==> src/rtl/tslf_pkg.sv <==
// Package with the shared types, register indexes and character codes of the line formatter.
package tslf_pkg;

   // Configuration port geometry.
   localparam int CSR_ADDR_W = 5;
   localparam int CSR_DATA_W = 32;

   // Up to four tail bytes follow the optional line number ("M-^X" is the longest).
   localparam int TAIL_MAX   = 4;
   localparam int TAIL_CNT_W = 3;
   localparam int TAIL_IDX_W = 2;

   // Depth of the queue between the classifier and the emitter.
   localparam int QUEUE_DEPTH = 4;
   localparam int QUEUE_PTR_W = 2;
   localparam int QUEUE_CNT_W = 3;

   // Line numbers are padded to at least this many characters.
   localparam int NUM_MIN_WIDTH = 6;

   // Register indexes of the configuration port.
   typedef enum logic [2:0] {
      REG_NUMBER_ALL      = 3'd0,
      REG_NUMBER_NONBLANK = 3'd1,
      REG_SQUEEZE_BLANK   = 3'd2,
      REG_MARK_ENDS       = 3'd3,
      REG_SHOW_TABS       = 3'd4,
      REG_SHOW_NONPRINT   = 3'd5
   } reg_index_type;

   // Character codes.
   localparam logic [7:0] CHAR_TAB      = 8'h09;
   localparam logic [7:0] CHAR_NEWLINE  = 8'h0A;
   localparam logic [7:0] CHAR_SPACE    = 8'h20;
   localparam logic [7:0] CHAR_DOLLAR   = 8'h24;
   localparam logic [7:0] CHAR_DASH     = 8'h2D;
   localparam logic [3:0] CHAR_DIGIT_HI = 4'h3;
   localparam logic [7:0] CHAR_QUESTION = 8'h3F;
   localparam logic [7:0] CHAR_LETTER_I = 8'h49;
   localparam logic [7:0] CHAR_LETTER_M = 8'h4D;
   localparam logic [7:0] CHAR_CARET    = 8'h5E;
   localparam logic [6:0] CHAR_DELETE   = 7'h7F;

   // Formatting modes as held by the configuration registers.
   typedef struct packed {
      logic number_all;
      logic number_nonblank;
      logic squeeze;
      logic mark_ends;
      logic show_tabs;
      logic show_nonprint;
   } cfg_type;

   // Bytes that follow the line number for one input byte.
   typedef struct packed {
      logic [TAIL_MAX-1:0][7:0] bytes;
      logic [TAIL_CNT_W-1:0]    count;
   } tail_type;

endpackage

==> src/rtl/tslf_req_if.sv <==
// Stream interface that carries raw input bytes.
interface tslf_req_if;
   logic       valid;
   logic       ready;
   logic [7:0] data_byte;

   modport source (output valid, output data_byte, input ready);
   modport sink   (input valid, input data_byte, output ready);
endinterface

==> src/rtl/tslf_rsp_if.sv <==
// Stream interface that carries formatted output bytes.
interface tslf_rsp_if;
   logic       valid;
   logic       ready;
   logic [7:0] out_byte;
   logic       last_of_run;

   modport source (output valid, output out_byte, output last_of_run, input ready);
   modport sink   (input valid, input out_byte, input last_of_run, output ready);
endinterface

==> src/rtl/tslf_csr.sv <==
// Configuration register file behind the APB-style port.
module tslf_csr (
   input  logic                           clock,
   input  logic                           reset,
   input  logic                           csr_psel,
   input  logic                           csr_penable,
   input  logic                           csr_pwrite,
   input  logic [tslf_pkg::CSR_ADDR_W-1:0] csr_paddr,
   input  logic [tslf_pkg::CSR_DATA_W-1:0] csr_pwdata,
   output logic [tslf_pkg::CSR_DATA_W-1:0] csr_prdata,
   output logic                           csr_pready,
   output tslf_pkg::cfg_type              cfg
);

   tslf_pkg::cfg_type       cfg_ff;
   tslf_pkg::cfg_type       cfg_in;
   tslf_pkg::reg_index_type index;
   logic                    write_en;
   logic                    read_bit;

   assign index      = tslf_pkg::reg_index_type'(csr_paddr[4:2]);
   assign write_en   = csr_psel && csr_penable && csr_pwrite;
   assign csr_pready = 1'b1;
   assign cfg        = cfg_ff;

   // Register write decode; indexes beyond the list are ignored.
   always_comb begin
      cfg_in = cfg_ff;
      if (write_en) begin
         case (index)
            tslf_pkg::REG_NUMBER_ALL:      cfg_in.number_all      = csr_pwdata[0];
            tslf_pkg::REG_NUMBER_NONBLANK: cfg_in.number_nonblank = csr_pwdata[0];
            tslf_pkg::REG_SQUEEZE_BLANK:   cfg_in.squeeze         = csr_pwdata[0];
            tslf_pkg::REG_MARK_ENDS:       cfg_in.mark_ends       = csr_pwdata[0];
            tslf_pkg::REG_SHOW_TABS:       cfg_in.show_tabs       = csr_pwdata[0];
            tslf_pkg::REG_SHOW_NONPRINT:   cfg_in.show_nonprint   = csr_pwdata[0];
            default: ;
         endcase
      end
   end

   // Read mux.
   always_comb begin
      case (index)
         tslf_pkg::REG_NUMBER_ALL:      read_bit = cfg_ff.number_all;
         tslf_pkg::REG_NUMBER_NONBLANK: read_bit = cfg_ff.number_nonblank;
         tslf_pkg::REG_SQUEEZE_BLANK:   read_bit = cfg_ff.squeeze;
         tslf_pkg::REG_MARK_ENDS:       read_bit = cfg_ff.mark_ends;
         tslf_pkg::REG_SHOW_TABS:       read_bit = cfg_ff.show_tabs;
         tslf_pkg::REG_SHOW_NONPRINT:   read_bit = cfg_ff.show_nonprint;
         default:                       read_bit = 1'b0;
      endcase
      csr_prdata = {{(tslf_pkg::CSR_DATA_W-1){1'b0}}, read_bit};
   end

   always_ff @(posedge clock) begin
      if (reset) begin
         cfg_ff <= '0;
      end else begin
         cfg_ff <= cfg_in;
      end
   end

endmodule

==> src/rtl/tslf_front.sv <==
// Front end: classifies each input byte, keeps line state and the BCD line counter.
module tslf_front #(
   parameter int COUNTER_DIGITS = 10,
   parameter int USED_W         = 4
) (
   input  logic                           clock,
   input  logic                           reset,
   input  tslf_pkg::cfg_type              cfg,
   input  logic                           accept,
   input  logic [7:0]                     data_byte,
   output logic                           push,
   output logic                           has_number,
   output tslf_pkg::tail_type             tail,
   output logic [USED_W-1:0]              used,
   output logic [COUNTER_DIGITS-1:0][3:0] digits
);

   logic                           at_line_start_ff, at_line_start_in;
   logic [1:0]                     blank_run_ff, blank_run_in;
   logic [COUNTER_DIGITS-1:0][3:0] digits_ff, digits_in;
   logic [USED_W-1:0]              used_ff, used_in;

   logic                           is_newline;
   logic                           blank_newline;
   logic [1:0]                     blank_run_inc;
   logic                           drop;
   logic                           count_up;
   logic [COUNTER_DIGITS-1:0]      nine;
   logic [COUNTER_DIGITS:0]        carry;
   logic                           all_nines;
   logic [COUNTER_DIGITS-1:0][3:0] digits_inc;
   logic [USED_W-1:0]              used_inc;
   logic [6:0]                     low7;
   logic [1:0][7:0]                vis_bytes;
   logic [1:0]                     vis_count;

   // Line classification.
   assign is_newline    = (data_byte == tslf_pkg::CHAR_NEWLINE);
   assign blank_newline = at_line_start_ff && is_newline;
   assign blank_run_inc = (blank_run_ff == 2'd3) ? 2'd3 : blank_run_ff + 2'd1;
   assign drop          = blank_newline && cfg.squeeze && (blank_run_inc > 2'd1);
   assign has_number    = blank_newline ? (cfg.number_all && !cfg.number_nonblank)
                                        : (at_line_start_ff &&
                                           (cfg.number_all || cfg.number_nonblank));
   assign push          = accept && !drop;
   assign count_up      = push && has_number;

   // A digit takes a carry when every digit below it is nine.
   always_comb begin
      for (int i = 0; i < COUNTER_DIGITS; i++) begin
         nine[i] = (digits_ff[i] == 4'd9);
      end
   end

   assign carry[0] = 1'b1;
   for (genvar g = 1; g <= COUNTER_DIGITS; g++) begin : g_carry
      assign carry[g] = &nine[g-1:0];
   end

   assign all_nines = carry[COUNTER_DIGITS];

   // Saturating BCD increment; the digit count grows when the carry passes the top used digit.
   always_comb begin
      for (int i = 0; i < COUNTER_DIGITS; i++) begin
         if (all_nines || !carry[i]) begin
            digits_inc[i] = digits_ff[i];
         end else if (nine[i]) begin
            digits_inc[i] = 4'd0;
         end else begin
            digits_inc[i] = digits_ff[i] + 4'd1;
         end
      end
      if (carry[used_ff] && !all_nines) begin
         used_inc = used_ff + USED_W'(1);
      end else begin
         used_inc = used_ff;
      end
   end

   assign digits = digits_inc;
   assign used   = used_inc;

   // Caret rendering of the low seven bits.
   assign low7 = data_byte[6:0];

   always_comb begin
      vis_bytes = '0;
      if (low7[6:5] == 2'b00) begin
         vis_bytes[0] = tslf_pkg::CHAR_CARET;
         vis_bytes[1] = {3'b010, low7[4:0]};
         vis_count    = 2'd2;
      end else if (low7 == tslf_pkg::CHAR_DELETE) begin
         vis_bytes[0] = tslf_pkg::CHAR_CARET;
         vis_bytes[1] = tslf_pkg::CHAR_QUESTION;
         vis_count    = 2'd2;
      end else begin
         vis_bytes[0] = {1'b0, low7};
         vis_count    = 2'd1;
      end
   end

   // Bytes emitted after the line number.
   always_comb begin
      tail = '0;
      if (is_newline) begin
         if (cfg.mark_ends) begin
            tail.bytes[0] = tslf_pkg::CHAR_DOLLAR;
            tail.bytes[1] = tslf_pkg::CHAR_NEWLINE;
            tail.count    = 3'd2;
         end else begin
            tail.bytes[0] = tslf_pkg::CHAR_NEWLINE;
            tail.count    = 3'd1;
         end
      end else if (data_byte == tslf_pkg::CHAR_TAB) begin
         if (cfg.show_tabs) begin
            tail.bytes[0] = tslf_pkg::CHAR_CARET;
            tail.bytes[1] = tslf_pkg::CHAR_LETTER_I;
            tail.count    = 3'd2;
         end else begin
            tail.bytes[0] = tslf_pkg::CHAR_TAB;
            tail.count    = 3'd1;
         end
      end else if (cfg.show_nonprint) begin
         if (data_byte[7]) begin
            tail.bytes[0] = tslf_pkg::CHAR_LETTER_M;
            tail.bytes[1] = tslf_pkg::CHAR_DASH;
            tail.bytes[2] = vis_bytes[0];
            tail.bytes[3] = vis_bytes[1];
            tail.count    = 3'd2 + {1'b0, vis_count};
         end else begin
            tail.bytes[0] = vis_bytes[0];
            tail.bytes[1] = vis_bytes[1];
            tail.count    = {1'b0, vis_count};
         end
      end else begin
         tail.bytes[0] = data_byte;
         tail.count    = 3'd1;
      end
   end

   // Next line state for an accepted byte.
   always_comb begin
      at_line_start_in = at_line_start_ff;
      blank_run_in     = blank_run_ff;
      digits_in        = digits_ff;
      used_in          = used_ff;
      if (accept) begin
         if (blank_newline) begin
            blank_run_in = blank_run_inc;
         end else begin
            if (at_line_start_ff) begin
               blank_run_in = 2'd0;
            end
            at_line_start_in = is_newline;
         end
      end
      if (count_up) begin
         digits_in = digits_inc;
         used_in   = used_inc;
      end
   end

   always_ff @(posedge clock) begin
      if (reset) begin
         at_line_start_ff <= 1'b1;
         blank_run_ff     <= 2'd0;
         digits_ff        <= '0;
         used_ff          <= USED_W'(1);
      end else begin
         at_line_start_ff <= at_line_start_in;
         blank_run_ff     <= blank_run_in;
         digits_ff        <= digits_in;
         used_ff          <= used_in;
      end
   end

endmodule

==> src/rtl/tslf_queue.sv <==
// Small register FIFO that decouples the classifier from the emitter.
module tslf_queue #(
   parameter int DATA_W = 8
) (
   input  logic              clock,
   input  logic              reset,
   input  logic              push,
   input  logic [DATA_W-1:0] wdata,
   input  logic              pop,
   output logic              full,
   output logic              empty,
   output logic [DATA_W-1:0] rdata
);

   logic [DATA_W-1:0]                mem [tslf_pkg::QUEUE_DEPTH];
   logic [tslf_pkg::QUEUE_PTR_W-1:0] wr_ptr_ff, wr_ptr_in;
   logic [tslf_pkg::QUEUE_PTR_W-1:0] rd_ptr_ff, rd_ptr_in;
   logic [tslf_pkg::QUEUE_CNT_W-1:0] count_ff, count_in;

   assign full  = (count_ff == tslf_pkg::QUEUE_CNT_W'(tslf_pkg::QUEUE_DEPTH));
   assign empty = (count_ff == '0);
   assign rdata = mem[rd_ptr_ff];

   // Pointer and fill count update.
   always_comb begin
      wr_ptr_in = push ? wr_ptr_ff + tslf_pkg::QUEUE_PTR_W'(1) : wr_ptr_ff;
      rd_ptr_in = pop  ? rd_ptr_ff + tslf_pkg::QUEUE_PTR_W'(1) : rd_ptr_ff;
      count_in  = count_ff;
      if (push && !pop) begin
         count_in = count_ff + tslf_pkg::QUEUE_CNT_W'(1);
      end else if (pop && !push) begin
         count_in = count_ff - tslf_pkg::QUEUE_CNT_W'(1);
      end
   end

   always_ff @(posedge clock) begin
      if (push) begin
         mem[wr_ptr_ff] <= wdata;
      end
   end

   always_ff @(posedge clock) begin
      if (reset) begin
         wr_ptr_ff <= '0;
         rd_ptr_ff <= '0;
         count_ff  <= '0;
      end else begin
         wr_ptr_ff <= wr_ptr_in;
         rd_ptr_ff <= rd_ptr_in;
         count_ff  <= count_in;
      end
   end

endmodule

==> src/rtl/tslf_back.sv <==
// Back end: walks one queued entry, one byte per cycle into the output register unless stalled.
module tslf_back #(
   parameter int COUNTER_DIGITS = 10,
   parameter int USED_W         = 4
) (
   input  logic                           clock,
   input  logic                           reset,
   input  logic                           empty,
   input  logic                           has_number,
   input  tslf_pkg::tail_type             tail,
   input  logic [USED_W-1:0]              used,
   input  logic [COUNTER_DIGITS-1:0][3:0] digits,
   output logic                           pop,
   input  logic                           out_ready,
   output logic                           out_valid,
   output logic [7:0]                     out_byte,
   output logic                           last_of_run
);

   localparam int POS_W = $clog2(COUNTER_DIGITS + tslf_pkg::TAIL_MAX + 2);
   localparam int IDX_W = $clog2(COUNTER_DIGITS);

   logic [POS_W-1:0] pos_ff, pos_in;
   logic             valid_ff, valid_in;
   logic [7:0]       byte_ff, byte_in;
   logic             last_ff, last_in;

   logic [POS_W-1:0] used_ext;
   logic [POS_W-1:0] width;
   logic [POS_W-1:0] num_len;
   logic [POS_W-1:0] total;
   logic [POS_W-1:0] digit_pos;
   logic [POS_W-1:0] tail_pos;
   logic             step;
   logic             is_last;
   logic [7:0]       byte_sel;

   assign out_valid   = valid_ff;
   assign out_byte    = byte_ff;
   assign last_of_run = last_ff;

   // Run length of the head entry.
   assign used_ext  = POS_W'(used);
   assign width     = (used_ext < POS_W'(tslf_pkg::NUM_MIN_WIDTH))
                      ? POS_W'(tslf_pkg::NUM_MIN_WIDTH) : used_ext;
   assign num_len   = has_number ? width + POS_W'(1) : '0;
   assign total     = num_len + POS_W'(tail.count);
   assign digit_pos = width - POS_W'(1) - pos_ff;
   assign tail_pos  = pos_ff - num_len;
   assign is_last   = (pos_ff == total - POS_W'(1));
   assign step      = !empty && (!valid_ff || out_ready);
   assign pop       = step && is_last;

   // Byte at the current position: padded digits, tab, then the tail bytes.
   always_comb begin
      if (has_number && (pos_ff < width)) begin
         if (digit_pos >= used_ext) begin
            byte_sel = tslf_pkg::CHAR_SPACE;
         end else begin
            byte_sel = {tslf_pkg::CHAR_DIGIT_HI, digits[digit_pos[IDX_W-1:0]]};
         end
      end else if (has_number && (pos_ff == width)) begin
         byte_sel = tslf_pkg::CHAR_TAB;
      end else begin
         byte_sel = tail.bytes[tail_pos[tslf_pkg::TAIL_IDX_W-1:0]];
      end
   end

   // Output register and position counter.
   always_comb begin
      pos_in   = pos_ff;
      valid_in = valid_ff;
      byte_in  = byte_ff;
      last_in  = last_ff;
      if (step) begin
         valid_in = 1'b1;
         byte_in  = byte_sel;
         last_in  = is_last;
         pos_in   = is_last ? '0 : pos_ff + POS_W'(1);
      end else if (out_ready) begin
         valid_in = 1'b0;
      end
   end

   always_ff @(posedge clock) begin
      if (reset) begin
         pos_ff   <= '0;
         valid_ff <= 1'b0;
      end else begin
         pos_ff   <= pos_in;
         valid_ff <= valid_in;
      end
      byte_ff <= byte_in;
      last_ff <= last_in;
   end

endmodule

==> src/rtl/text_stream_line_formatter_top.sv <==
// Top level of the cat-style text stream line formatter.
//
// Each accepted input byte produces zero to COUNTER_DIGITS+5 output bytes: an optional
// line number (right-aligned, space-padded to at least six digits, then a tab) and then
// one to four bytes for the character; last_of_run marks the final byte of each run. A
// squeezed blank line produces no output at all. The front end takes one byte per cycle
// while the four-entry queue has room, and the back end emits one output byte per cycle
// while the output is accepted; a plain byte yields one output byte, an escaped byte up to
// four, and a numbered line start adds seven or more bytes. The line counter is a BCD counter
// of COUNTER_DIGITS digits that holds at all nines. Modes are set through the register port
// and should be changed only while the block is idle.
module text_stream_line_formatter_top #(
   parameter int COUNTER_DIGITS = 10
) (
   input  logic                            clock,
   input  logic                            reset,
   tslf_req_if.sink                        req_stream,
   tslf_rsp_if.source                      rsp_stream,
   input  logic                            csr_psel,
   input  logic                            csr_penable,
   input  logic                            csr_pwrite,
   input  logic [tslf_pkg::CSR_ADDR_W-1:0] csr_paddr,
   input  logic [tslf_pkg::CSR_DATA_W-1:0] csr_pwdata,
   output logic [tslf_pkg::CSR_DATA_W-1:0] csr_prdata,
   output logic                            csr_pready
);

   localparam int USED_W  = $clog2(COUNTER_DIGITS + 1);
   localparam int DIG_W   = 4 * COUNTER_DIGITS;
   localparam int TAIL_W  = $bits(tslf_pkg::tail_type);
   localparam int ENTRY_W = 1 + TAIL_W + USED_W + DIG_W;

   tslf_pkg::cfg_type              cfg;
   logic                           accept;
   logic                           push;
   logic                           pop;
   logic                           full;
   logic                           empty;
   logic                           f_has_number;
   tslf_pkg::tail_type             f_tail;
   logic [USED_W-1:0]              f_used;
   logic [COUNTER_DIGITS-1:0][3:0] f_digits;
   logic [ENTRY_W-1:0]             wdata;
   logic [ENTRY_W-1:0]             rdata;
   logic                           b_has_number;
   tslf_pkg::tail_type             b_tail;
   logic [USED_W-1:0]              b_used;
   logic [COUNTER_DIGITS-1:0][3:0] b_digits;

   // Input transaction accepted whenever the queue has room.
   assign req_stream.ready = !full;
   assign accept           = req_stream.valid && !full;

   tslf_csr u_csr (
      .clock       (clock),
      .reset       (reset),
      .csr_psel    (csr_psel),
      .csr_penable (csr_penable),
      .csr_pwrite  (csr_pwrite),
      .csr_paddr   (csr_paddr),
      .csr_pwdata  (csr_pwdata),
      .csr_prdata  (csr_prdata),
      .csr_pready  (csr_pready),
      .cfg         (cfg)
   );

   tslf_front #(
      .COUNTER_DIGITS (COUNTER_DIGITS),
      .USED_W         (USED_W)
   ) u_front (
      .clock      (clock),
      .reset      (reset),
      .cfg        (cfg),
      .accept     (accept),
      .data_byte  (req_stream.data_byte),
      .push       (push),
      .has_number (f_has_number),
      .tail       (f_tail),
      .used       (f_used),
      .digits     (f_digits)
   );

   // Queue entry packing.
   assign wdata = {f_has_number, f_tail, f_used, f_digits};
   assign {b_has_number, b_tail, b_used, b_digits} = rdata;

   tslf_queue #(
      .DATA_W (ENTRY_W)
   ) u_queue (
      .clock (clock),
      .reset (reset),
      .push  (push),
      .wdata (wdata),
      .pop   (pop),
      .full  (full),
      .empty (empty),
      .rdata (rdata)
   );

   tslf_back #(
      .COUNTER_DIGITS (COUNTER_DIGITS),
      .USED_W         (USED_W)
   ) u_back (
      .clock       (clock),
      .reset       (reset),
      .empty       (empty),
      .has_number  (b_has_number),
      .tail        (b_tail),
      .used        (b_used),
      .digits      (b_digits),
      .pop         (pop),
      .out_ready   (rsp_stream.ready),
      .out_valid   (rsp_stream.valid),
      .out_byte    (rsp_stream.out_byte),
      .last_of_run (rsp_stream.last_of_run)
   );

endmodule
==> src/flat_wrapper.sv <==
// flat-port wrapper written by rule: the top's interface ports become plain ports
module text_stream_line_formatter_top_flat 
#(
   parameter int COUNTER_DIGITS = 10
)
  (clock, reset, csr_psel, csr_penable, csr_pwrite, csr_paddr, csr_pwdata, csr_prdata, csr_pready, req_stream_valid, req_stream_data_byte, req_stream_ready, rsp_stream_valid, rsp_stream_out_byte, rsp_stream_last_of_run, rsp_stream_ready);
  tslf_req_if req_stream_i ();
  tslf_rsp_if rsp_stream_i ();
  input  logic clock;
  input  logic reset;
  input  logic csr_psel;
  input  logic csr_penable;
  input  logic csr_pwrite;
  input  logic [tslf_pkg::CSR_ADDR_W-1:0] csr_paddr;
  input  logic [tslf_pkg::CSR_DATA_W-1:0] csr_pwdata;
  output logic [tslf_pkg::CSR_DATA_W-1:0] csr_prdata;
  output logic csr_pready;
  input wire logic [$bits(req_stream_i.valid)-1:0] req_stream_valid;
  input wire logic [$bits(req_stream_i.data_byte)-1:0] req_stream_data_byte;
  output wire logic [$bits(req_stream_i.ready)-1:0] req_stream_ready;
  output wire logic [$bits(rsp_stream_i.valid)-1:0] rsp_stream_valid;
  output wire logic [$bits(rsp_stream_i.out_byte)-1:0] rsp_stream_out_byte;
  output wire logic [$bits(rsp_stream_i.last_of_run)-1:0] rsp_stream_last_of_run;
  input wire logic [$bits(rsp_stream_i.ready)-1:0] rsp_stream_ready;
  assign req_stream_i.valid = req_stream_valid;
  assign req_stream_i.data_byte = req_stream_data_byte;
  assign req_stream_ready = req_stream_i.ready;
  assign rsp_stream_valid = rsp_stream_i.valid;
  assign rsp_stream_out_byte = rsp_stream_i.out_byte;
  assign rsp_stream_last_of_run = rsp_stream_i.last_of_run;
  assign rsp_stream_i.ready = rsp_stream_ready;
  text_stream_line_formatter_top #(.COUNTER_DIGITS(COUNTER_DIGITS)) u_core (.clock(clock), .reset(reset), .req_stream(req_stream_i), .rsp_stream(rsp_stream_i), .csr_psel(csr_psel), .csr_penable(csr_penable), .csr_pwrite(csr_pwrite), .csr_paddr(csr_paddr), .csr_pwdata(csr_pwdata), .csr_prdata(csr_prdata), .csr_pready(csr_pready));
endmodule
==> config.mk <==
export PLATFORM = sky130hd
export DESIGN_NAME = text_stream_line_formatter_top_flat
export DESIGN_NICKNAME = d
export VERILOG_FILES = /design/src/rtl/tslf_pkg.sv /design/src/rtl/tslf_req_if.sv /design/src/rtl/tslf_rsp_if.sv /design/src/rtl/tslf_csr.sv /design/src/rtl/tslf_front.sv /design/src/rtl/tslf_queue.sv /design/src/rtl/tslf_back.sv /design/src/rtl/text_stream_line_formatter_top.sv /design/src/flat_wrapper.sv
export SDC_FILE = /design/constraint.sdc
export NUM_CORES = 1
export LEC_CHECK = 0
export BUFFER_PORTS_ARGS = -buffer_cell sky130_fd_sc_hd__buf_4
export CAP_MARGIN = 20
export CORE_MARGIN = 2
export CORE_UTILIZATION = 45
export DETAILED_ROUTE_END_ITERATION = 8
export GPL_ROUTABILITY_DRIVEN = 0
export GPL_TIMING_DRIVEN = 0
export PLACE_DENSITY = 0.72
export SKIP_LAST_GASP = 1
export SLEW_MARGIN = 40
export SYNTH_ARGS = -nofsm -noshare
export SYNTH_HDL_FRONTEND = slang
export SYNTH_SLANG_ARGS = --single-unit
export TNS_END_PERCENT = 1
==> constraint.sdc <==
create_clock -name clock -period 5.99 [get_ports clock]
set_input_delay 0.8985 -clock clock [delete_from_list [all_inputs] [get_ports clock]]
set_output_delay 0.8985 -clock clock [all_outputs]
set_load 0.03 [all_outputs]
==> results of run 1 <==
-- state kept, by name, summed over array words and instances, names as in the netlist, named ones only --
| name | flops |
|---|---|
| u_core.u_queue.count_ff | 3 |
| u_core.u_back.out_valid | 1 |
| u_core.u_queue.rd_ptr_ff | 2 |
| u_core.u_front.blank_run_ff | 2 |
| u_core.u_csr.cfg | 6 |
| u_core.u_queue.wr_ptr_ff | 2 |
| u_core.u_queue.mem | 308 |
| u_core.u_front.used_ff | 4 |
| u_core.u_back.pos_ff | 4 |
| u_core.u_front.digits_ff | 40 |
| u_core.u_front.at_line_start_ff | 1 |
| u_core.u_back.out_byte | 8 |
| u_core.u_back.last_of_run | 1 |
-- cells in the mapped netlist, types with 4 or more instances --
library cell,instances
o211ai_1,7
ha_1,21
clkbuf_1,40
nor2_1,104
a22o_1,6
nand4_1,12
dfxtp_1,67
a22oi_1,5
edfxtp_1,317
nor3b_1,4
mux2_2,8
o21ai_0,44
mux4_2,79
and3_1,13
nand3_1,25
nand2b_1,15
o41ai_1,5
nand2_1,89
mux2i_1,13
nor3_1,25
a21oi_1,55
a211oi_1,4
buf_2,4
a21o_1,9
inv_1,41
a31oi_1,6
xor2_1,21
o21ai_1,4
buf_4,33
xnor2_1,33
buf_6,4
nand3b_1,5
nor2b_1,13
and2_1,16
buf_1,4
or3_1,10
-- kinds of logic (layout without fill, tap and decap cells) --
family	Yosys count	count (layout)	share of synthesized area [%]
fa+ha+maj	24	24	1.867
mux	103	103	11.93
buf+inv	129	239	3.720
compound gates	178	178	6.658
other cells	2	32	0.04344
xor+xnor	55	55	2.895
flops	384	384	62.82
simple gates	354	354	10.07
-- worst paths after layout --
| path | start | end | slack (ps) | depth (start not counted) |
|---|---|---|---|---|
| max reg2reg | flop | u_core.u_queue.count_ff[2] | 390 | 20 |
| min | u_core.u_csr.cfg[5] | u_core.u_csr.cfg[5] | 480 | 2 |
| max | flop | u_core.u_queue.count_ff[2] | 390 | 20 |
| min reg2reg | u_core.u_csr.cfg[5] | u_core.u_csr.cfg[5] | 480 | 2 |
-- metal layers --
layer / routed length, um / up-vias / share of wire, %
met5: 0 / - / 0
met4: 1171 / 0 / 3.1
met3: 2530 / 75 / 6.7
met2: 17600 / 397 / 47
met1: 16460 / 5315 / 44
li1: - / 4824 / -
-- metrics by stage --
stage	cell area [um2]	worst slack [ps]	hold WS, ps
after global routing	19790	12.76	529.2
final	19790	389.3	477.9
after CTS	19770	89.34	481.4
after floorplan	17400	1003	444.5
after detailed placement	18460	125.2	473.5
after global placement	18240	114.6	457.2
-- area by class of cell --
class / count / area share (%)
clock inverters: 23 / 1.226
multi-input cells: 746 / 30.13
repair buffers: 36 / 1.871
well taps: 511 / 3.230
flip-flops and latches: 384 / 54.87
plain buffers: 85 / 2.459
inverters: 44 / 0.8344
clock buffers: 51 / 5.373
-- cells in the final DEF (no fill, tap or decap), types with 24 or more instances in the layout --
cell / n
nand3_1: 25
xnor2_1: 32
buf_4: 60
edfxtp_1: 317
o21ai_0: 44
a21oi_1: 54
nand2_1: 89
mux4_2: 79
conb_1: 32
dfxtp_1: 67
nor2_1: 104
clkbuf_16: 41
clkbuf_1: 45
inv_1: 41
nor3_1: 24
-- power by group through the flow --
stage | clock network, mW | logic (mW) | registers, mW
finish | 2.47 | 2.75 | 3.28
global route | 2.61 | 2.97 | 3.30
CTS | 2.51 | 2.78 | 3.28
detailed placement | 0 | 2.75 | 3.34
global placement | 0 | 2.65 | 3.36
floorplan | 0 | 1.86 | 3.40
-- tightest hold or removal path, delay by kind of cell, from the launching register on --
| family | cells | cell delay (ps) |
|---|---|---|
| flops | 1 | 320 |
| simple gates | 1 | 60 |
| compound gates | 1 | 50 |
==> results.tsv, run 1 <==
metric	value	unit
status	finished, final reports clean	
hold buffer count at cts	0	
final setup violation count	0	
most used flip-flop cell after synthesis	edfxtp_1	
Worst Setup Start Kind	flop	
post-CTS sizing	0	
drt first pass iters	5	
clock tree buffer depth	3	
CP arrival	6050	ps
initial antenna violation count	0	
clock latency at the later pin of the worst-skew pair	540	ps
post-synth top area cell	edfxtp_1	
initial cell density of the core	45.79	%
fillers	3056	
total track usage	19.41	%
P_int	5.849	mW
setup TNS	0	ps
FFs w/ async S/R, synth	0	%
Post-route DRC	0	
total die area	40000	um2
pin count of the biggest net entering global routing	38	
worst slew pin tran	827.0	ps
layout cells sized above 1	18.19	%
Via-to-Cell Ratio	5.644	
Clock power frac	29.0	%
Synth area leaders	edfxtp_1 55%, mux4_2 10%, dfxtp_1 7.8%	
clk root buf	clkbuf_16	
total congestion overflow	0	
max-slew violation count	0	
IO Pins	96	
Buf/Inv on CP	7	
Post-Syn Area	17290	um2
f_max	178.6	MHz
htree depth	2	
worst hold path class	reg2reg	
skew final	16.74	ps
Final Core Density	52.42	%
final wirelength	37760	um
Vias	10610	
layout net count	1413	
GR Util met2	30.70	%
Tot Pwr	8.499	mW
Lkg Pwr	6.924	nW
top cell type's share of synthesized area	55.06	%
post-route ant nets	0	
Most common cell on crit path	inv_1	
worst-path cell chain	clkbuf_1 -> buf_1 -> clkbuf_2 -> mux4_2 -> inv_1 -> ha_1 -> inv_1 -> ha_1 -> inv_1 -> fa_1 -> xor2_1 -> xnor2_1 -> and3_1 -> o211ai_1 -> ha_1 -> inv_1 -> fa_1 -> xor2_1 -> or3_1 -> a21oi_1	
worst vdd ir	0.2203	mV
chip width	200.0	um
Rows	71	
Avg WL per Cell	20.09	um
Worst setup EP type	flop	
core footprint	37760	um2
Synth warnings	0	
Seq/Total Area, Yosys	62.82	%
Hold Violations, Final	0	
cells after synthesis	1229	
NetSw	2.650	mW
n_diodes	0	
number of synthesized flops with an enable pin	317	
Yosys reg bits	384	
WS Path Type	reg2reg	
Critical-path top delay cell	buf_1	
vias in the first global route	10320	
kind of cell adding the most delay to the critical path	buffers and inverters	
Worst Path Max Fanout	10	
relative contribution of sequential cells to total power	38.6	%
Clock transition at path regs	60	ps
PD cells	429.4	nW/um2
area occupied by multi-input gates	5964	um2
TritonCTS clock tree	built	
Most Used Layer, Global Route	met2	
required time worst endpoint	6440	ps
CTS Buf Count	40	
Port-buffer cells	27	
Area Overhead vs Synth	14.48	%
final std cells w/o fill	1880	
Slew headroom	44.15	%
storage element area	10860	um2
GR Util met3	3.461	%
RSZ-0062 raised after global routing	no	
post-route clock period utilization	93.50	%
Sw Ratio	31.18	%
met1 usage	27.19	%
Logic pwr share	32.3	%
Worst path max stage delay	590	ps
max_cap viols	0	
fin crit period	5601	ps
die extent in y	200.0	um
# Post-CTS Setup Buffers	0	
Syn Area/Cell	14.07	um2
post-detail-place hpwl	26100	um
global-route wire length before repair	58380	um
clock sink total	384	
Placed Cells	1805	
iteration-0 DRC count of the detailed router	1046	
Synth cell types	78	
No activity file was read; power rests on OpenSTA's default activity.
==> run 2, diff against run 1 <==
- BUFFER_PORTS_ARGS: -buffer_cell sky130_fd_sc_hd__buf_4 -> -buffer_cell sky130_fd_sc_hd__buf_2
- CELL_PAD_IN_SITES_DETAIL_PLACEMENT: unset -> 1
- CELL_PAD_IN_SITES_GLOBAL_PLACEMENT: unset -> 2
- CORE_UTILIZATION: 45 -> 44
- MAX_ROUTING_LAYER: unset -> met4
- PLACE_DENSITY: 0.72 -> 0.9
==> run 2 against run 1 <==
Sequential power barely moved. Non-clock buffer count rose by 3. Global-route usage increased by 2.9 points. Sequential cell count stayed put. Largest power group unchanged. Final area down 0.33%.
==> results.tsv, run 2 (same netlist as run 1, synthesis figures left out) <==
metric	value	unit	change
status	finished, final reports clean		
htree depth	2		unchanged
Hold Startpoint	u_core.u_csr.cfg[5]		
clock tree buffer depth	3		unchanged
TritonCTS clock tree	built		
Worst Path Max Fanout	10		unchanged
post-detail-place hpwl	30470	um	+17%
Lkg Pwr	6.916	nW	-0.13%
worst slew pin tran	809.1	ps	-17.86 ps
final wirelength	43920	um	+16%
initial antenna violation count	0		unchanged
layout net count	1416		+0.21%
Slew headroom	46.06	%	+1.9 points
core footprint	38740	um2	+2.6%
Clock transition at path regs	60	ps	about the same
clk root buf	clkbuf_16		
layout cells sized above 1	18.69	%	+0.50 points
global-route wire length before repair	67160	um	+15%
f_max	181.0	MHz	+1.4%
Post-route DRC	0		unchanged
Via-to-Cell Ratio	5.689		+0.80%
Fin Hold WS	466.4	ps	-11.51 ps
chip width	202.2	um	+1.1%
commonest non-fill, non-tap cell in the layout	edfxtp_1		
CTS Buf Count	40		unchanged
total track usage	22.34	%	+2.9 points
die extent in y	202.2	um	+1.1%
Rows	72		+1.4%
vias in the first global route	11210		+8.6%
clock latency at the later pin of the worst-skew pair	550	ps	about the same
RSZ-0062 raised after global routing	no		
Biggest register	u_core.u_queue.mem		
pin count of the biggest net entering global routing	39		+2.6%
worst hold path class	reg2reg		
initial cell density of the core	44.63	%	-1.2 points
Worst Setup Start Kind	flop		
CP arrival	5990	ps	-60 ps
skew final	19.10	ps	+2.355 ps
Area Overhead vs Synth	14.10	%	
PD cells	434.9	nW/um2	+1.3%
IO Pins	96		unchanged
total die area	40900	um2	+2.2%
Hold Violations, Final	0		unchanged
post-route clock period utilization	92.24	%	-1.3 points
Tot Pwr	8.580	mW	+0.95%
final setup violation count	0		unchanged
post-route ant nets	0		unchanged
required time worst endpoint	6450	ps	about the same
fin crit period	5525	ps	-75.31 ps
max_cap viols	0		unchanged
max-slew violation count	0		unchanged
post-route cell area	19730	um2	-0.33%
placed cell areas	18450	um2	about the same
clock sink total	384		unchanged
Final Core Density	50.92	%	-1.5 points
max reg flops	308		unchanged
Port-buffer cells	27		unchanged
worst vdd ir	0.1989	mV	-9.7%
total congestion overflow	0		unchanged
WS Path Type	reg2reg		
Vias	10740		+1.2%
drt first pass iters	5		unchanged
most frequent cells in the layout	317 x edfxtp_1, 104 x nor2_1, 89 x nand2_1		
Avg WL per Cell	23.26	um	+16%
n_diodes	0		unchanged
Worst setup EP type	flop		
iteration-0 DRC count of the detailed router	744		-29%
==> run 2: cell count changes in the layout (fill, tap and decap cells not counted), sizes merged <==
cell	change
buf	+2
clkbuf	+1
clkinv	+2
bufinv	-2
clkinvlp	-2
==> run 2: worst paths after layout <==
check                           slack, ps                          to  depth (start not counted)
worst min register to register        470         u_core.u_csr.cfg[5]                          2
worst max-delay path                  460  u_core.u_queue.count_ff[2]                         20
worst min-delay path                  470         u_core.u_csr.cfg[5]                          2
worst max register to register        460  u_core.u_queue.count_ff[2]                         20
==> run 2: final cells by class <==
type	count	area, um2
inverter	44	165.2
sequential	384	10860
buffer	85	491.7
clock inverter	21	177.7
timing repair buffer	39	334.1
fill	3875	19010
tap	518	648.1
clock buffer	51	1084
multi-input combinational	746	5966
==> run 2: routing by layer <==
metal	vias to the layer above	wire length (um)	track usage (%)
li1	4821	-	-
met1	5501	19010	29.33
met2	335	21370	35.92
met3	84	2153	3.015
met4	0	1384	7.925
met5	-	0	-
==> run 2: what timing repair did <==
action / CTS / global route
hold endpoints to repair: 0 / 0
pin swaps: 0 / 0
hold buffers: 0 / 0
setup buffers: 0 / 0
endpoints found under the setup margin: 1 / 1
resized for setup: 1 / 2
==> run 2: worst max-delay path, stage by stage, from the launching register on <==
cell	delay, ps
dfxtp_1	430
clkbuf_1	560
clkbuf_2	440
clkbuf_2	450
mux4_2	360
inv_1	80
ha_1	220
inv_1	60
ha_1	150
inv_1	50
fa_1	370
xor2_1	160
xnor2_1	150
and3_1	210
o211ai_1	410
ha_1	270
inv_1	60
fa_1	380
xor2_1	180
or3_1	310
a21oi_1	130
==> run 2: stage by stage <==
step | setup TNS, ps | instances | setup slack [ps]
5_1_grt | 0 | 1888 | 53.23
4_1_cts | 0 | 1888 | 127.9
3_3_place_gp | 0 | 1804 | 45.95
2_1_floorplan | 0 | 1259 | 1003
3_5_place_dp | -129.0 | 1816 | -129.0
6_report | 0 | 1888 | 464.7
==> run 2: power breakdown <==
part           internal [mW]  switching, mW  total [mW]
sequential              3.20         0.0916        3.29
clock                   1.41           1.02        2.42
combinational           1.18           1.69        2.87
==> run 3, diff against run 2 <==
- CORE_UTILIZATION: 44 -> 45
- GPL_TIMING_DRIVEN: 0 -> unset
- SYNTH_HIERARCHICAL: unset -> 1
==> run 3 against run 2 <==
Fmax grew 9.0%. Clock skew grew 7.7 ps. Power grew 1.5%. Sequential power grew 5%.
==> results.tsv, run 3 <==
metric	value	unit	change
status	finished, final reports clean		
skew final	26.81	ps	+7.712 ps
Placed Cells	1718		-5.4%
core footprint	39820	um2	+2.8%
clk root buf	clkbuf_16		
Slew headroom	49.60	%	+3.5 points
Clock power frac	30.7	%	+2.5 points
post-synth top area cell	edfxtp_1		
Worst Setup Start Kind	flop		
final wirelength	40940	um	-6.8%
most frequent cells in the layout	329 x edfxtp_1, 89 x mux4_2, 88 x nor2_1		
required time worst endpoint	6480	ps	+30 ps
Port-buffer cells	30		+11%
Biggest register	u_core/u_queue/mem		
total track usage	20.96	%	-1.4 points
Via-to-Cell Ratio	5.687		about the same
Sw Ratio	30.56	%	-2.0 points
commonest non-fill, non-tap cell in the layout	edfxtp_1		
layout cells sized above 1	19.92	%	+1.2 points
TritonCTS clock tree	built		
total congestion overflow	0		unchanged
fin crit period	5068	ps	-457.4 ps
WS Path Type	reg2reg		
Worst path max stage delay	630	ps	+70 ps
pin count of the biggest net entering global routing	49		+26%
number of synthesized flops with an enable pin	329		+3.8%
hold buffer count at cts	0		unchanged
post-detail-place hpwl	26460	um	-13%
CP arrival	5560	ps	-430 ps
worst hold path class	reg2reg		
Yosys reg bits	396		+3.1%
max_cap viols	0		unchanged
P_int	6.045	mW	+4.5%
RSZ-0062 raised after global routing	no		
htree depth	2		unchanged
Area Overhead vs Synth	9.961	%	
clock latency at the later pin of the worst-skew pair	580	ps	+30 ps
Critical-path top delay cell	dfxtp_4		
setup TNS	0	ps	unchanged
layout net count	1318		-6.9%
Post-route DRC	0		unchanged
NetSw	2.661	mW	-4.8%
relative contribution of sequential cells to total power	39.6	%	+1.3 points
IO Pins	96		unchanged
total die area	41990	um2	+2.7%
chip width	204.9	um	+1.3%
most frequent cells after synthesis	329 x edfxtp_1, 89 x mux4_2, 88 x nor2_1		
most used flip-flop cell after synthesis	edfxtp_1		
Seq/Total Area, Yosys	61.78	%	-1.0 points
count leader, synth	edfxtp_1		
Synth warnings	6		+6
post-route ant nets	0		unchanged
# Post-CTS Setup Buffers	0		unchanged
Vias	10210		-5.0%
final setup violation count	0		unchanged
Most common cell on crit path	inv_1		
Clock transition at path regs	60	ps	about the same
max-slew violation count	0		unchanged
worst slew pin tran	749.8	ps	-59.32 ps
worst-path cell chain	mux4_2 -> inv_2 -> o21ai_1 -> nand2_1 -> inv_1 -> ha_1 -> nand2_1 -> ha_1 -> inv_1 -> ha_1 -> inv_1 -> fa_1 -> xor2_1 -> xnor2_1 -> o21bai_1 -> a21oi_1 -> buf_4 -> inv_1 -> ha_1 -> inv_1 -> fa_1 -> xor2_1 -> or3_1 -> a21oi_1		
Worst setup EP type	flop		
Post-Syn Area	18160	um2	+5.1%
n_diodes	0		unchanged
global-route wire length before repair	64840	um	-3.5%
cells after synthesis	1205		-2.0%
f_max	197.3	MHz	+9.0%
initial cell density of the core	45.61	%	+0.98 points
Avg WL per Cell	22.81	um	-1.9%
post-CTS sizing	0		-1
worst vdd ir	0.2512	mV	+26%
vias in the first global route	11130		-0.72%
Synth area leaders	edfxtp_1 54%, mux4_2 11%, dfxtp_1 7.4%		
FFs w/ async S/R, synth	0	%	unchanged
final std cells w/o fill	1795		-4.9%
Syn Area/Cell	15.07	um2	+7.2%
CTS Buf Count	43		+7.5%
Logic pwr share	29.7	%	-3.7 points
iteration-0 DRC count of the detailed router	685		-7.9%
PD cells	435.8	nW/um2	+0.21%
clock tree buffer depth	3		unchanged
Rows	73		+1.4%
Hold Violations, Final	0		unchanged
max reg flops	320		+3.9%
Worst Path Max Fanout	28		+18
drt first pass iters	4		-1
top cell type's share of synthesized area	54.39	%	-0.67 points
Synth cell types	81		+3.8%
post-route clock period utilization	84.61	%	-7.6 points
initial antenna violation count	0		unchanged
die extent in y	204.9	um	+1.3%
Lkg Pwr	6.675	nW	-3.5%
clock sink total	396		+3.1%
==> run 3: changes by cell type after synthesis, sizes merged, moves of 6 or more <==
cell    before  now
mux4        81   95
nand3       25   33
and2        18    9
nand2       89   64
clkbuf      40   21
edfxtp     317  329
nor2       104   88
a22o         6    0
buf         45   70
mux2i       13   27
nor4         3   10
o21ai       48   37
a21oi       55   34
a21o         9    2
==> run 3: layer usage <==
metal,vias to the layer above,global-route usage [%],routed length [um],part of all wire (%)
met2,212,35.77,21410,52
met5,-,-,0,0
met1,5300,25.32,16650,41
met3,73,3.086,1688,4.1
met4,0,7.837,1193,2.9
li1,4623,-,-,-
==> run 3: cell type report <==
cell class                      instances  area [um2]
Fill cell                            3918       19850
Sequential cell                       396       11230
Multi-Input combinational cell        711        6227
Clock buffer                           54        1157
Tap cell                              525       656.9
Timing Repair Buffer                   47       287.8
Clock inverter                         23       269.0
Inverter                               39       146.4
==> run 3: final timing paths <==
check,startpoint,endpoint,slack [ps],depth (start not counted)
setup / recovery,flop,u_core/u_queue/count_ff[2],920,24
hold / removal,u_core/u_back/out_valid,u_core/u_back/out_valid,490,2
setup reg to reg,flop,u_core/u_queue/count_ff[2],920,24
hold reg to reg,u_core/u_back/out_valid,u_core/u_back/out_valid,490,2
==> run 3: power groups by stage <==
stage               combinational, mW  clock [mW]  sequential (mW)
floorplan                        1.99           0             3.54
detailed placement               2.62           0             3.51
global route                     2.80        2.83             3.48
global placement                 2.53           0             3.48
CTS                              2.64        2.73             3.46
finish                           2.59        2.67             3.45
==> run 3: worst max-delay path, delay by kind of cell (launching register included) <==
| family | cells | cell delay, ps |
|---|---|---|
| multiplexers | 1 | 420 |
| AO/OA/AOI/OAI | 4 | 500 |
| flip-flops | 1 | 630 |
| adder cells (fa/ha/maj) | 6 | 1660 |
| AND/OR/NAND/NOR | 3 | 560 |
| XOR/XNOR | 3 | 550 |
| buffers and inverters | 7 | 660 |
==> run 3: stage by stage <==
| stage | hold WS [ps] | instance area (um2) | setup WS [ps] | power [mW] | util [%] |
|---|---|---|---|---|---|
| floorplan | 462.0 | 18280 | 1317 | 5.531 | - |
| global placement | 481.3 | 18520 | 1055 | 6.017 | 46.51 |
| detailed placement | 490.0 | 18550 | 911.7 | 6.128 | 46.57 |
| CTS | 498.5 | 19970 | 887.8 | 8.820 | 50.15 |
| global route | 537.7 | 19970 | 611.5 | 9.107 | 50.15 |
| finish | 492.9 | 19970 | 922.0 | 8.705 | 50.15 |
==> run 3: kinds of logic (layout without fill, tap and decap cells) <==
| logic type | count (synthesis) | after routing | share of synthesized area [%] |
|---|---|---|---|
| flip-flops | 396 | 396 | 61.78 |
| AND/OR/NAND/NOR | 330 | 330 | 9.789 |
| multiplexers | 133 | 133 | 14.07 |
| buffers and inverters | 130 | 163 | 4.691 |
| AO/OA/AOI/OAI | 124 | 124 | 4.429 |
| XOR/XNOR | 61 | 61 | 3.127 |
| adder cells (fa/ha/maj) | 28 | 28 | 2.053 |
| other | 3 | 35 | 0.06199 |
